File: src/rtl/itra_pkg.sv
// ----------------------------------------------------------------------------
// itra_pkg
// shared types and constants for the integer to radix ascii converter
// ----------------------------------------------------------------------------
package itra_pkg;

    localparam int CHAR_W      = 8;
    localparam int DIGIT_W     = 4;
    localparam int BASE_W      = 5;
    localparam int MIN_W       = 6;
    localparam int CNT_W       = 6;
    localparam int MAX_CHARS   = 64;
    localparam int IN_VALUE_W  = 64;
    localparam int MIN_LSB     = IN_VALUE_W;
    localparam int S_TDATA_W   = 72;
    localparam int ALPHA_W     = 64;
    localparam int CFG_DATA_W  = 64;
    localparam int CFG_ADDR_W  = 5;

    localparam logic [CHAR_W-1:0] ASCII_ZERO   = 8'd48;
    localparam logic [CHAR_W-1:0] MINUS_CHAR   = 8'd45;
    localparam logic [BASE_W-1:0] DECIMAL_BASE = 5'd10;
    localparam logic [BASE_W-1:0] MIN_BASE     = 5'd2;

    localparam logic [1:0] REG_RADIX      = 2'd0;
    localparam logic [1:0] REG_ALPHA_LOW  = 2'd1;
    localparam logic [1:0] REG_ALPHA_HIGH = 2'd2;

    localparam logic [BASE_W-1:0]  RADIX_RESET      = 5'd16;
    localparam logic [ALPHA_W-1:0] ALPHA_LOW_RESET  = 64'h3736353433323130;
    localparam logic [ALPHA_W-1:0] ALPHA_HIGH_RESET = 64'h6665646362613938;

    typedef struct packed {
        logic              unsigned_mode;
        logic              negative;
        logic [BASE_W-1:0] base;
        logic [MIN_W-1:0]  min_digits;
    } job_ctrl_t;

endpackage

File: src/rtl/integer_to_radix_ascii.sv
// ----------------------------------------------------------------------------
// integer_to_radix_ascii
// renders a 64-bit value as ascii digits in signed decimal or a set radix
// ----------------------------------------------------------------------------
// channel  | direction | payload
// s_       | in        | tdata value[63:0] min_digits[69:64], tuser action
// m_       | out       | tdata out_char[7:0], tlast last
// apb      | in/out    | radix @0x00, digit_alphabet_low @0x08, _high @0x10
//
// each item is loaded, then each digit is taken by the byte-serial divider,
// which steps over each significant byte of the running quotient, and then
// the characters are sent out one by one
// a two-entry job queue lets the next word in while the current one is worked
// a two-entry output fifo keeps characters flowing through m_tready stalls
// reset is synchronous, active low, and clears all control state
// ----------------------------------------------------------------------------
module integer_to_radix_ascii #(
    parameter int VALUE_WIDTH = 64,
    parameter int MAX_RADIX   = 16
) (
    input  logic                            aclk,
    input  logic                            aresetn,
    input  logic                            s_tvalid,
    output logic                            s_tready,
    input  logic [itra_pkg::S_TDATA_W-1:0]  s_tdata,   // value[63:0], min_digits[69:64]
    input  logic                            s_tuser,   // action
    output logic                            m_tvalid,
    input  logic                            m_tready,
    output logic [itra_pkg::CHAR_W-1:0]     m_tdata,   // out_char[7:0]
    output logic                            m_tlast,
    input  logic                            psel,
    input  logic                            penable,
    input  logic                            pwrite,
    input  logic [itra_pkg::CFG_ADDR_W-1:0] paddr,
    input  logic [itra_pkg::CFG_DATA_W-1:0] pwdata,
    output logic [itra_pkg::CFG_DATA_W-1:0] prdata,
    output logic                            pready
);
    import itra_pkg::*;

    logic [BASE_W-1:0]      radix_reg;
    logic [ALPHA_W-1:0]     alpha_low_reg;
    logic [ALPHA_W-1:0]     alpha_high_reg;
    logic                   cfg_wr;
    logic [1:0]             reg_sel;

    logic                   q_full, q_push, q_empty, q_pop;
    job_ctrl_t              push_ctrl, head_ctrl;
    logic [VALUE_WIDTH-1:0] push_mag, head_mag;

    assign pready  = 1'b1;
    assign cfg_wr  = psel && penable && pwrite && pready;
    assign reg_sel = paddr[4:3];

    always_ff @(posedge aclk) begin
        if (!aresetn) begin
            radix_reg      <= RADIX_RESET;
            alpha_low_reg  <= ALPHA_LOW_RESET;
            alpha_high_reg <= ALPHA_HIGH_RESET;
        end else if (cfg_wr) begin
            unique case (reg_sel)
                REG_RADIX:      radix_reg      <= pwdata[BASE_W-1:0];
                REG_ALPHA_LOW:  alpha_low_reg  <= pwdata;
                REG_ALPHA_HIGH: alpha_high_reg <= pwdata;
                default: begin
                end
            endcase
        end
    end

    always_comb begin
        unique case (reg_sel)
            REG_RADIX:      prdata = CFG_DATA_W'(radix_reg);
            REG_ALPHA_LOW:  prdata = alpha_low_reg;
            REG_ALPHA_HIGH: prdata = alpha_high_reg;
            default:        prdata = '0;
        endcase
    end

    itra_front #(
        .VALUE_WIDTH (VALUE_WIDTH),
        .MAX_RADIX   (MAX_RADIX)
    ) u_front (
        .s_tvalid (s_tvalid),
        .s_tready (s_tready),
        .s_tdata  (s_tdata),
        .s_tuser  (s_tuser),
        .radix    (radix_reg),
        .q_full   (q_full),
        .q_push   (q_push),
        .q_ctrl   (push_ctrl),
        .q_mag    (push_mag)
    );

    itra_queue #(
        .VALUE_WIDTH (VALUE_WIDTH)
    ) u_queue (
        .aclk      (aclk),
        .aresetn   (aresetn),
        .push      (q_push),
        .push_ctrl (push_ctrl),
        .push_mag  (push_mag),
        .full      (q_full),
        .pop       (q_pop),
        .empty     (q_empty),
        .head_ctrl (head_ctrl),
        .head_mag  (head_mag)
    );

    itra_back #(
        .VALUE_WIDTH (VALUE_WIDTH)
    ) u_back (
        .aclk          (aclk),
        .aresetn       (aresetn),
        .job_valid     (!q_empty),
        .job_ctrl      (head_ctrl),
        .job_mag       (head_mag),
        .job_pop       (q_pop),
        .alphabet_low  (alpha_low_reg),
        .alphabet_high (alpha_high_reg),
        .m_tvalid      (m_tvalid),
        .m_tready      (m_tready),
        .m_tdata       (m_tdata),
        .m_tlast       (m_tlast)
    );

endmodule

File: src/rtl/itra_front.sv
// ----------------------------------------------------------------------------
// itra_front
// accepts input words, works out sign, magnitude, base and minimum digit count
// ----------------------------------------------------------------------------
module itra_front #(
    parameter int VALUE_WIDTH = 64,
    parameter int MAX_RADIX   = 16
) (
    input  logic                           s_tvalid,
    output logic                           s_tready,
    input  logic [itra_pkg::S_TDATA_W-1:0] s_tdata,   // value[63:0], min_digits[69:64]
    input  logic                           s_tuser,   // action
    input  logic [itra_pkg::BASE_W-1:0]    radix,
    input  logic                           q_full,
    output logic                           q_push,
    output itra_pkg::job_ctrl_t            q_ctrl,
    output logic [VALUE_WIDTH-1:0]         q_mag
);
    import itra_pkg::*;

    logic [VALUE_WIDTH-1:0] v;
    logic [MIN_W-1:0]       min_in;
    logic                   negative;
    logic [BASE_W-1:0]      radix_sat;

    assign v        = s_tdata[VALUE_WIDTH-1:0];
    assign min_in   = s_tdata[MIN_LSB +: MIN_W];
    assign negative = !s_tuser && v[VALUE_WIDTH-1];

    always_comb begin
        if (radix < MIN_BASE) begin
            radix_sat = MIN_BASE;
        end else if (radix > BASE_W'(MAX_RADIX)) begin
            radix_sat = BASE_W'(MAX_RADIX);
        end else begin
            radix_sat = radix;
        end
    end

    assign s_tready = !q_full;
    assign q_push   = s_tvalid && !q_full;

    always_comb begin
        q_ctrl.unsigned_mode = s_tuser;
        q_ctrl.negative      = negative;
        q_ctrl.base          = s_tuser ? radix_sat : DECIMAL_BASE;
        q_ctrl.min_digits    = (min_in == '0) ? MIN_W'(1) : min_in;
    end

    assign q_mag = negative ? (~v + VALUE_WIDTH'(1)) : v;

endmodule

File: src/rtl/itra_queue.sv
// ----------------------------------------------------------------------------
// itra_queue
// two-entry job queue between the front and the back end
// ----------------------------------------------------------------------------
module itra_queue #(
    parameter int VALUE_WIDTH = 64
) (
    input  logic                   aclk,
    input  logic                   aresetn,
    input  logic                   push,
    input  itra_pkg::job_ctrl_t    push_ctrl,
    input  logic [VALUE_WIDTH-1:0] push_mag,
    output logic                   full,
    input  logic                   pop,
    output logic                   empty,
    output itra_pkg::job_ctrl_t    head_ctrl,
    output logic [VALUE_WIDTH-1:0] head_mag
);
    import itra_pkg::*;

    job_ctrl_t              ctrl_q [2];
    logic [VALUE_WIDTH-1:0] mag_q  [2];
    logic                   wr_ptr_reg, wr_ptr_next;
    logic                   rd_ptr_reg, rd_ptr_next;
    logic [1:0]             cnt_reg, cnt_next;

    assign full      = (cnt_reg == 2'd2);
    assign empty     = (cnt_reg == 2'd0);
    assign head_ctrl = ctrl_q[rd_ptr_reg];
    assign head_mag  = mag_q[rd_ptr_reg];

    always_comb begin
        wr_ptr_next = push ? !wr_ptr_reg : wr_ptr_reg;
        rd_ptr_next = pop ? !rd_ptr_reg : rd_ptr_reg;
        cnt_next    = cnt_reg + 2'(push) - 2'(pop);
    end

    always_ff @(posedge aclk) begin
        if (!aresetn) begin
            wr_ptr_reg <= 1'b0;
            rd_ptr_reg <= 1'b0;
            cnt_reg    <= 2'd0;
        end else begin
            wr_ptr_reg <= wr_ptr_next;
            rd_ptr_reg <= rd_ptr_next;
            cnt_reg    <= cnt_next;
        end
    end

    always_ff @(posedge aclk) begin
        if (push) begin
            ctrl_q[wr_ptr_reg] <= push_ctrl;
            mag_q[wr_ptr_reg]  <= push_mag;
        end
    end

endmodule

File: src/rtl/itra_back.sv
// ----------------------------------------------------------------------------
// itra_back
// digit extraction by byte-serial division, digit store and character output
// ----------------------------------------------------------------------------
module itra_back #(
    parameter int VALUE_WIDTH = 64
) (
    input  logic                         aclk,
    input  logic                         aresetn,
    input  logic                         job_valid,
    input  itra_pkg::job_ctrl_t          job_ctrl,
    input  logic [VALUE_WIDTH-1:0]       job_mag,
    output logic                         job_pop,
    input  logic [itra_pkg::ALPHA_W-1:0] alphabet_low,
    input  logic [itra_pkg::ALPHA_W-1:0] alphabet_high,
    output logic                         m_tvalid,
    input  logic                         m_tready,
    output logic [itra_pkg::CHAR_W-1:0]  m_tdata,   // out_char
    output logic                         m_tlast
);
    import itra_pkg::*;

    localparam int NCHUNK = (VALUE_WIDTH + 7) / 8;
    localparam int PW     = NCHUNK * 8;
    localparam int CIDX_W = (NCHUNK > 1) ? $clog2(NCHUNK) : 1;

    localparam logic [1:0] ST_IDLE = 2'd0;
    localparam logic [1:0] ST_DIV  = 2'd1;
    localparam logic [1:0] ST_EMIT = 2'd2;

    logic [1:0]                state_reg, state_next;
    job_ctrl_t                 ctrl_reg, ctrl_next;
    logic [NCHUNK-1:0][7:0]    q_reg, q_next;
    logic [DIGIT_W-1:0]        rem_reg, rem_next;
    logic [CIDX_W-1:0]         idx_reg, idx_next;
    logic [CNT_W-1:0]          ndig_reg, ndig_next;
    logic [CNT_W-1:0]          ptr_reg, ptr_next;
    logic                      sign_pend_reg, sign_pend_next;

    logic [NCHUNK-1:0][7:0]    load_val;
    logic [CIDX_W-1:0]         load_top;
    logic                      upper_nz;
    logic [CIDX_W-1:0]         upper_top;
    logic [7:0]                cur_chunk;
    logic [7:0]                qchunk;
    logic [DIGIT_W-1:0]        r;
    logic [DIGIT_W:0]          t;
    logic                      more;

    logic [DIGIT_W-1:0]        digit_mem [MAX_CHARS];
    logic [DIGIT_W-1:0]        mem_q;
    logic                      mem_we;

    logic                      can_issue;
    logic                      issue, issue_sign, issue_last;
    logic                      infl_reg, infl_sign_reg, infl_last_reg, infl_mode_reg;
    logic [15:0][7:0]          alpha;
    logic [CHAR_W-1:0]         push_char;

    logic [CHAR_W-1:0]         ofifo_char [2];
    logic                      ofifo_last [2];
    logic                      of_wr_reg, of_rd_reg;
    logic [1:0]                of_cnt_reg, of_cnt_next;
    logic                      pop;

    // divider front: leading significant byte of a fresh value
    assign load_val = PW'(job_mag);

    always_comb begin
        load_top = '0;
        for (int c = 0; c < NCHUNK; c++) begin
            if (load_val[c] != 8'd0) begin
                load_top = CIDX_W'(c);
            end
        end
    end

    always_comb begin
        upper_nz  = 1'b0;
        upper_top = '0;
        for (int c = 1; c < NCHUNK; c++) begin
            if (q_reg[c] != 8'd0) begin
                upper_nz  = 1'b1;
                upper_top = CIDX_W'(c);
            end
        end
    end

    // eight restoring division steps on one byte
    always_comb begin
        cur_chunk = q_reg[idx_reg];
        r         = rem_reg;
        qchunk    = '0;
        t         = '0;
        for (int b = 7; b >= 0; b--) begin
            t = {r, cur_chunk[b]};
            if (t >= ctrl_reg.base) begin
                t         = t - ctrl_reg.base;
                qchunk[b] = 1'b1;
            end
            r = t[DIGIT_W-1:0];
        end
    end

    assign more = (ndig_reg != CNT_W'(MAX_CHARS - 1)) &&
                  (((7'(ndig_reg) + 7'd1) < 7'(ctrl_reg.min_digits)) ||
                   upper_nz || (qchunk != 8'd0));

    assign pop       = m_tvalid && m_tready;
    assign can_issue = ((2'(of_cnt_reg) + 2'(infl_reg)) < 2'd2) || pop;

    always_comb begin
        state_next     = state_reg;
        ctrl_next      = ctrl_reg;
        q_next         = q_reg;
        rem_next       = rem_reg;
        idx_next       = idx_reg;
        ndig_next      = ndig_reg;
        ptr_next       = ptr_reg;
        sign_pend_next = sign_pend_reg;
        mem_we         = 1'b0;
        job_pop        = 1'b0;
        issue          = 1'b0;
        issue_sign     = 1'b0;
        issue_last     = 1'b0;
        unique case (state_reg)
            ST_IDLE: begin
                if (job_valid) begin
                    job_pop    = 1'b1;
                    ctrl_next  = job_ctrl;
                    q_next     = load_val;
                    rem_next   = '0;
                    idx_next   = load_top;
                    ndig_next  = '0;
                    state_next = ST_DIV;
                end
            end
            ST_DIV: begin
                q_next[idx_reg] = qchunk;
                if (idx_reg == '0) begin
                    mem_we    = 1'b1;
                    rem_next  = '0;
                    ndig_next = ndig_reg + CNT_W'(1);
                    if (more) begin
                        idx_next = upper_top;
                    end else begin
                        ptr_next       = ndig_reg;
                        sign_pend_next = ctrl_reg.negative;
                        state_next     = ST_EMIT;
                    end
                end else begin
                    idx_next = idx_reg - CIDX_W'(1);
                    rem_next = r;
                end
            end
            ST_EMIT: begin
                if (can_issue) begin
                    issue = 1'b1;
                    if (sign_pend_reg) begin
                        issue_sign     = 1'b1;
                        sign_pend_next = 1'b0;
                    end else begin
                        issue_last = (ptr_reg == '0);
                        if (ptr_reg == '0) begin
                            state_next = ST_IDLE;
                        end else begin
                            ptr_next = ptr_reg - CNT_W'(1);
                        end
                    end
                end
            end
            default: begin
                state_next = ST_IDLE;
            end
        endcase
    end

    always_ff @(posedge aclk) begin
        if (!aresetn) begin
            state_reg     <= ST_IDLE;
            sign_pend_reg <= 1'b0;
            infl_reg      <= 1'b0;
        end else begin
            state_reg     <= state_next;
            sign_pend_reg <= sign_pend_next;
            infl_reg      <= issue;
        end
    end

    always_ff @(posedge aclk) begin
        ctrl_reg      <= ctrl_next;
        q_reg         <= q_next;
        rem_reg       <= rem_next;
        idx_reg       <= idx_next;
        ndig_reg      <= ndig_next;
        ptr_reg       <= ptr_next;
        infl_sign_reg <= issue_sign;
        infl_last_reg <= issue_last;
        infl_mode_reg <= ctrl_reg.unsigned_mode;
    end

    // digit store, written lsd first, read back msd first
    always_ff @(posedge aclk) begin
        if (mem_we) begin
            digit_mem[ndig_reg] <= r;
        end
        mem_q <= digit_mem[ptr_reg];
    end

    assign alpha = {alphabet_high, alphabet_low};

    always_comb begin
        if (infl_sign_reg) begin
            push_char = MINUS_CHAR;
        end else if (infl_mode_reg) begin
            push_char = alpha[mem_q];
        end else begin
            push_char = CHAR_W'(mem_q) + ASCII_ZERO;
        end
    end

    // output skid fifo
    assign of_cnt_next = of_cnt_reg + 2'(infl_reg) - 2'(pop);

    always_ff @(posedge aclk) begin
        if (!aresetn) begin
            of_wr_reg  <= 1'b0;
            of_rd_reg  <= 1'b0;
            of_cnt_reg <= 2'd0;
        end else begin
            of_cnt_reg <= of_cnt_next;
            if (infl_reg) begin
                of_wr_reg <= !of_wr_reg;
            end
            if (pop) begin
                of_rd_reg <= !of_rd_reg;
            end
        end
    end

    always_ff @(posedge aclk) begin
        if (infl_reg) begin
            ofifo_char[of_wr_reg] <= push_char;
            ofifo_last[of_wr_reg] <= infl_last_reg;
        end
    end

    assign m_tvalid = (of_cnt_reg != 2'd0);
    assign m_tdata  = ofifo_char[of_rd_reg];
    assign m_tlast  = ofifo_last[of_rd_reg];

    a_occupancy: assert property (@(posedge aclk) disable iff (!aresetn)
        (3'(of_cnt_reg) + 3'(infl_reg)) <= 3'd2)
        else $error("output fifo overrun");

    a_rem_range: assert property (@(posedge aclk) disable iff (!aresetn)
        (state_reg == ST_DIV) |-> (5'(rem_reg) < ctrl_reg.base))
        else $error("remainder not below base");

    a_issue_state: assert property (@(posedge aclk) disable iff (!aresetn)
        infl_reg |-> ($past(state_reg) == ST_EMIT))
        else $error("character issued outside emit");

    a_emit_entry: assert property (@(posedge aclk) disable iff (!aresetn)
        ((state_reg == ST_EMIT) && ($past(state_reg) == ST_DIV))
            |-> ($past(idx_reg) == '0))
        else $error("emit entered mid division");

endmodule

File: config.mk
export PLATFORM = sky130hd
export DESIGN_NAME = integer_to_radix_ascii
export DESIGN_NICKNAME = d
export VERILOG_FILES = /design/src/rtl/itra_pkg.sv /design/src/rtl/integer_to_radix_ascii.sv /design/src/rtl/itra_front.sv /design/src/rtl/itra_queue.sv /design/src/rtl/itra_back.sv
export SDC_FILE = /design/constraint.sdc
export NUM_CORES = 1
export LEC_CHECK = 0
export ABC_AREA = 1
export BUFFER_PORTS_ARGS = -buffer_cell sky130_fd_sc_hd__buf_2
export CAP_MARGIN = 15
export CORE_AREA = 8 8 267 269
export DETAILED_ROUTE_END_ITERATION = 16
export DIE_AREA = 0 0 275 277
export GPL_TIMING_DRIVEN = 0
export PLACE_DENSITY = 0.71
export SKIP_LAST_GASP = 1
export SLEW_MARGIN = 10
export SYNTH_ARGS = -nofsm -noshare
export SYNTH_HDL_FRONTEND = slang
export SYNTH_SLANG_ARGS = --single-unit
File: constraint.sdc
create_clock -name aclk -period 15.3 [get_ports aclk]
set_input_delay 0.765 -clock aclk [delete_from_list [all_inputs] [get_ports aclk]]
set_output_delay 0.765 -clock aclk [all_outputs]
set_load 0.05 [all_outputs]
# Yosys cells after proc, flatten, opt, wreduce, memory -nomap -nowiden

Memories as Yosys holds them, arrays and structs flattened. A register that Yosys moved wholly into a read port is not among the register bits.
Index checks and enable logic that the tools add are counted.
Widths: inputs -> output; s select.

Register bits after elaboration: 231
RAM bits: 428
Output and inout bits: 76
Word-level logic and storage cells: 235
Memories kept: 5

Add/subtract/negate cells: 18
Magnitude comparators: 15
Equal/unequal tests: 14
Mux-type cells: 99
Bitwise logic cells: 4
Reductions and logical operators: 53

Memories:

| memory            | depth | width | read ports | clocked after memory_dff | write ports | RTL line         | source |
|---|---|---|---|---|---|---|---|
| u_back.digit_mem  | 64    | 4     | 1          | 1                        | 1           | itra_back.sv:50  | `logic [DIGIT_W-1:0] digit_mem [MAX_CHARS];` |
| u_queue.mag_q     | 2     | 64    | 1          | 1                        | 1           | itra_queue.sv:22 | `logic [VALUE_WIDTH-1:0] mag_q [2];` |
| u_queue.ctrl_q    | 2     | 13    | 1          | 1                        | 1           | itra_queue.sv:21 | `job_ctrl_t ctrl_q [2];` |
| u_back.ofifo_char | 2     | 8     | 1          | 1                        | 1           | itra_back.sv:60  | `logic [CHAR_W-1:0] ofifo_char [2];` |
| u_back.ofifo_last | 2     | 1     | 1          | 1                        | 1           | itra_back.sv:61  | `logic ofifo_last [2];` |

Operator list:

| cell                  | count |
|---|---|
| $pmux 64 s3           | 1 |
| $mux 64               | 2 |
| $pmux 64 s2           | 1 |
| $reduce_bool 8->1     | 15 |
| $add 64x1->64 const B | 1 |
| $bwmux 64             | 1 |
| $not 64->64           | 1 |
| $mux 6                | 8 |
| $ge 5x5->1            | 8 |
| $mux 4                | 10 |
| $mux 8                | 5 |
| $mux 1                | 38 |
| $mux 3                | 11 |
| $bmux 8 s4            | 1 |
| $sub 4x4->4           | 8 |
| $bmux 8 s3            | 1 |
| $demux 8 s3           | 1 |
| $pmux 6 s2            | 2 |
| $mux 2                | 10 |
| $mux 5                | 3 |
| $reduce_and 2->1      | 7 |
| $logic_not 6->1       | 2 |
| $reduce_and 6->1      | 2 |
| $ne 2x2->1 const B    | 4 |
| other kinds (33)      | 60 |

# Depth between registers and ports, before layout

Depth after elaboration: 24
Depth in mapped cells: 88
Gate-level depth less buffers: 84

# By module

From an unflattened synthesis, not the netlist that was laid out.

Cell total of the unflattened synthesis: 3728
Area, all modules: 34255.4 sq um

Modules (own cells, without submodules):

| module                 | instances | cells an instance | area each (sq um) |
|---|---|---|---|
| itra_back              | 1         | 1996              | 19767.7 |
| integer_to_radix_ascii | 1         | 934               | 6035.8 |
| itra_queue             | 1         | 273               | 5916.9 |
| itra_front             | 1         | 525               | 2534.9 |

# Worst setup path after synthesis

Ideal clock, no wire load.

Path type: reg2reg
Start point: register u_back.idx_reg[1]
End point: memory u_back.digit_mem[0][0] (data pin)
Setup time: 356 ps
Arrival time: 11026 ps
Path slack: 3918 ps
Cell stages (with the launch flop): 76
Buffers on the path: 8
Clock period less this slack: 11382 ps
Cells stage by stage: edfxtp_1 buf_4 inv_2 nand3_1 inv_1 a22oi_1 nand2_1 nor2_1 nand2_1 inv_2 ha_1 inv_1 nand2_1 nand2_1 nand3_1 inv_1 clkbuf_1 o21ai_0 [... 40 more ...] ha_1 nand2_1 inv_1 nand2_1 nand2_1 nor2_2 clkbuf_1 nand2_1 nand2_1 inv_1 ha_1 a21o_1 nand2_1 nand2_1 nor2_1 clkbuf_1 nand2_1 nand2_1

Longest elaborated chain between the ends: 18
Elaborated cells on any way between the ends: 26
Classes of those cells: add/sub (8); order compare (8); mux (10)

RTL lines:

| item                                             | RTL line                         | source |
|---|---|---|
| start: declaration                               | itra_back.sv:35                  | `logic [CIDX_W-1:0] idx_reg, idx_next;` |
| start signal: assignment                         | itra_back.sv:194                 | `idx_reg <= idx_next;` |
| $bmux 8 s3 (*)                                   | itra_back.sv:91                  | `cur_chunk = q_reg[idx_reg];` |
| $mux 8 (implied by the code) (*)                 | itra_back.sv:91                  |  |
| $sub 4x4->4 / $ge 5x5->1 (equally long branches) | itra_back.sv:98, itra_back.sv:97 |  |
| $mux 4                                           | itra_back.sv:97                  | `if (t >= ctrl_reg.base) begin` |
| $sub 4x4->4 / $ge 5x5->1 (equally long branches) | itra_back.sv:98, itra_back.sv:97 |  |
| $mux 4                                           | itra_back.sv:97                  |  |
| $sub 4x4->4 / $ge 5x5->1 (equally long branches) | itra_back.sv:98, itra_back.sv:97 |  |
| $mux 4                                           | itra_back.sv:97                  |  |
| [... 3 more ...]                                 | -                                |  |
| $mux 4                                           | itra_back.sv:97                  |  |
| $sub 4x4->4 / $ge 5x5->1 (equally long branches) | itra_back.sv:98, itra_back.sv:97 |  |
| $mux 4                                           | itra_back.sv:97                  |  |
| $sub 4x4->4 / $ge 5x5->1 (equally long branches) | itra_back.sv:98, itra_back.sv:97 |  |
| $mux 4                                           | itra_back.sv:97                  |  |
| $ge 5x5->1                                       | itra_back.sv:97                  |  |
| $mux 4 (*)                                       | itra_back.sv:97                  |  |
| named net u_back.t[0]                            | itra_back.sv:47                  | `logic [DIGIT_W:0] t;` |
| end: declaration                                 | itra_back.sv:50                  |  |

Mark *: on every way through the listed nets, which the timed path passes. The rest lies on a longest branch. The select of a mux whose other input is x is not followed.

# Worst setup path after layout

Start point: register u_back.idx_reg[2]
End point: memory u_back.digit_mem[33][0] (data pin)

Same word-level chain as after synthesis.

==> impl_metrics.yaml <==
worst_setup_path:
  crit_buf_inv: 22
  critPathKind: "reg2reg"
  critPathLaunchType: "flop"
  crit_family: "simple AND/OR/NAND/NOR gates"
  slowest_stage: "nor3_2"
  required_ps: 15740
  max_stage_delay_ps: 450
  worst_path_most_repeated_cell: "nand2_1"
  end_kind: "flop"
  cp.arrival_ps: 14370
  cp_max_fo: 41
floorplan:
  core_um2: 66800
  num_rows: 95
  fp.dieW_um: 275
  die_height_um: 277
  fp.dieArea_um2: 76180
  io_pins: 225
  start_util_pct: 48.54
timing:
  finalHoldViolCount: 0
  slew-limit-headroom_pct: 31.44
  layout_setup_ws_ps: 1366
  max_slew.worst_pin.slew_ps: 1025
  period_needed_ps: 13930
  fin_skew_ps: 31.79
  finalMaxSlewViolations: 0
  finalCritPeriodShare_pct: 91.07
  max_freq_mhz: 71.77
  report.final.setup_viol: 0
  rsz0062_at_grt: "no"
  whs_ps: 341.8
grt:
  antenna_found_initial: 2
  grt_pass1_vias: 26377
  grt_start_max_net_pins: 45
  grt_usage_pct: 27.04
  grt_pass1_wl_um: 158300
  overflow: 0
clock_network:
  cts_sinks: 678
  cts.hold.buffers_added: 0
  clk-insertion-delay-late_ps: 640
  clock_path_buffers: 3
  htreeDepth: 3
  cts-root-buf: "clkbuf_16"
  path_clk_slew_ps: 60
  cts_setup_buffers: 0
  numCtsBuffers: 74
  cts_tree: "done"
detailed_routing:
  drt.antenna.violating_nets: 0
  wl_um: 106600
  drt_iter0_drc: 3464
  drc: 0
  wl_per_cell_um: 23.29
  vias: 27272
  firstDrtPassIters: 7
  drt-vias-per-instance: 5.957
placement:
  placed_area_um2: 34790
  gp_congestion: 0.9918
  preCtsSetupSlack_ps: -757.1
  portBuffers: 217
  dp.final_hpwl_um: 75800
layout:
  top_regs: "u_back.digit_mem x256, u_queue.mag_q x128"
  max_flop_register: "u_back.digit_mem"
  final_common_cell: "nand2_1"
  final_cell_mix: "nand2_1, edfxtp_1, nor2_1, o21ai_0, inv_1"
  fin_area_um2: 37190
  num_antenna_cells: 0
  area_growth_pct: 14.69
  drive_gt1_share_pct: 12.71
  largest_reg_flops: 256
  nets: 3859
  post-route-util_pct: 55.67
synth:
  yosys-mux-area-fraction_pct: 1.424
  yosysSeqAreaShare_pct: 58.03
  yosys.area_share.simple_pct: 16.46
  synth_cell_type_count: 63
  synth_top_family_by_area: "simple AND/OR/NAND/NOR gates"
  synth_compound_area_share_pct: 13.69
  synth_xor_area_share_pct: 2.238
  synth-main-ff-cell: "edfxtp_1"
  netlist_instances: 3346
  synthAdderAreaFrac_pct: 2.616
  avgSynthCellArea_um2: 9.691
  synth_nets: 3558
  synthArstFlopShare_pct: 0
  synth-seq-cells: 678
  synth-edff-count: 524
  syn_area_um2: 32430
  ys_warn_count: 0
min_path:
  hold_path.class: "reg2reg"
run:
  cap_violations: 0
status:
  outcome: "finished, final reports clean"
[Yosys cell counts, drive strengths merged (3+ instances only)]
| cell | instances | area share, % |
|---|---|---|
| mux2 | 9 | 0.31 |
| and2 | 8 | 0.15 |
| a221oi | 4 | 0.11 |
| a21oi | 141 | 2.2 |
| edfxtp | 524 | 49 |
| mux2i | 36 | 1.1 |
| nand3b | 3 | 0.069 |
| buf | 45 | 0.78 |
| a21o | 3 | 0.069 |
| o31ai | 5 | 0.17 |
| nand4 | 48 | 0.95 |
| inv | 277 | 3.2 |
| o21ai | 335 | 5.2 |
| dfxtp | 154 | 9.5 |
| o22ai | 130 | 2.5 |
| a22oi | 5 | 0.12 |
| nor4 | 9 | 0.24 |
| nand2 | 538 | 6.3 |
| a31oi | 7 | 0.14 |
| fa | 8 | 0.49 |
| nand3 | 140 | 2.2 |
| clkbuf | 133 | 1.5 |
| a211oi | 6 | 0.14 |
| nor2 | 482 | 5.8 |
| xor2 | 54 | 1.5 |
| xnor2 | 28 | 0.76 |
| nor3 | 21 | 0.47 |
| o211ai | 49 | 1.1 |
| or2 | 14 | 0.27 |
| o2111ai | 5 | 0.14 |
| o221ai | 31 | 0.84 |
| a22o | 25 | 0.68 |
| ha | 55 | 2.1 |
[through the flow]
stage	instances	setup TNS, ps
finish	4578	0
global route	4578	0
CTS	4578	0
detailed placement	4444	-102960
global placement	4436	-367310
floorplan	3346	0
[routing by layer]
metal	part of all wire, %	vias up	global-route usage (%)
li1	-	12334	-
met1	39	12808	35.50
met2	45	1730	41.67
met3	10	398	5.896
met4	5.8	2	14.24
met5	0.014	-	0
[worst paths after layout]
path,cells past startpoint,start,end,slack [ps]
setup / recovery,75,u_back.idx_reg[2],u_back.digit_mem[33][0],1370
hold / removal,0,u_back.ctrl_reg[12],u_back.infl_mode_reg,340
setup reg to reg,75,u_back.idx_reg[2],u_back.digit_mem[33][0],1370
hold reg to reg,0,u_back.ctrl_reg[12],u_back.infl_mode_reg,340
[cell type report]
class / count / area, µm²
clock buffer: 96 / 2090
fill: 5914 / 29610
inverter: 277 / 1040
tap: 873 / 1092
buffer: 178 / 762.0
sequential: 678 / 18820
timing repair buffer: 225 / 1246
multi-input combinational: 2213 / 11840
clock inverter: 38 / 299.0
[cell families (layout without fill, tap and decap cells)]
group	after synthesis	after routing
other cells	1	1
mux	45	45
flops	678	678
simple gates	1266	1266
xor+xnor	82	82
compound gates	756	756
fa+ha+maj	63	63
buf+inv	455	814
[what timing repair did]
action / 4_1_cts / 5_1_grt
resized for setup: 3 / 10
endpoints found under the setup margin: 276 / 280
pin swaps: 0 / 0
Power is left out: the tool's default activity adds up to more than one toggle a clock period on the data nets, which glitch-free logic cannot reach.
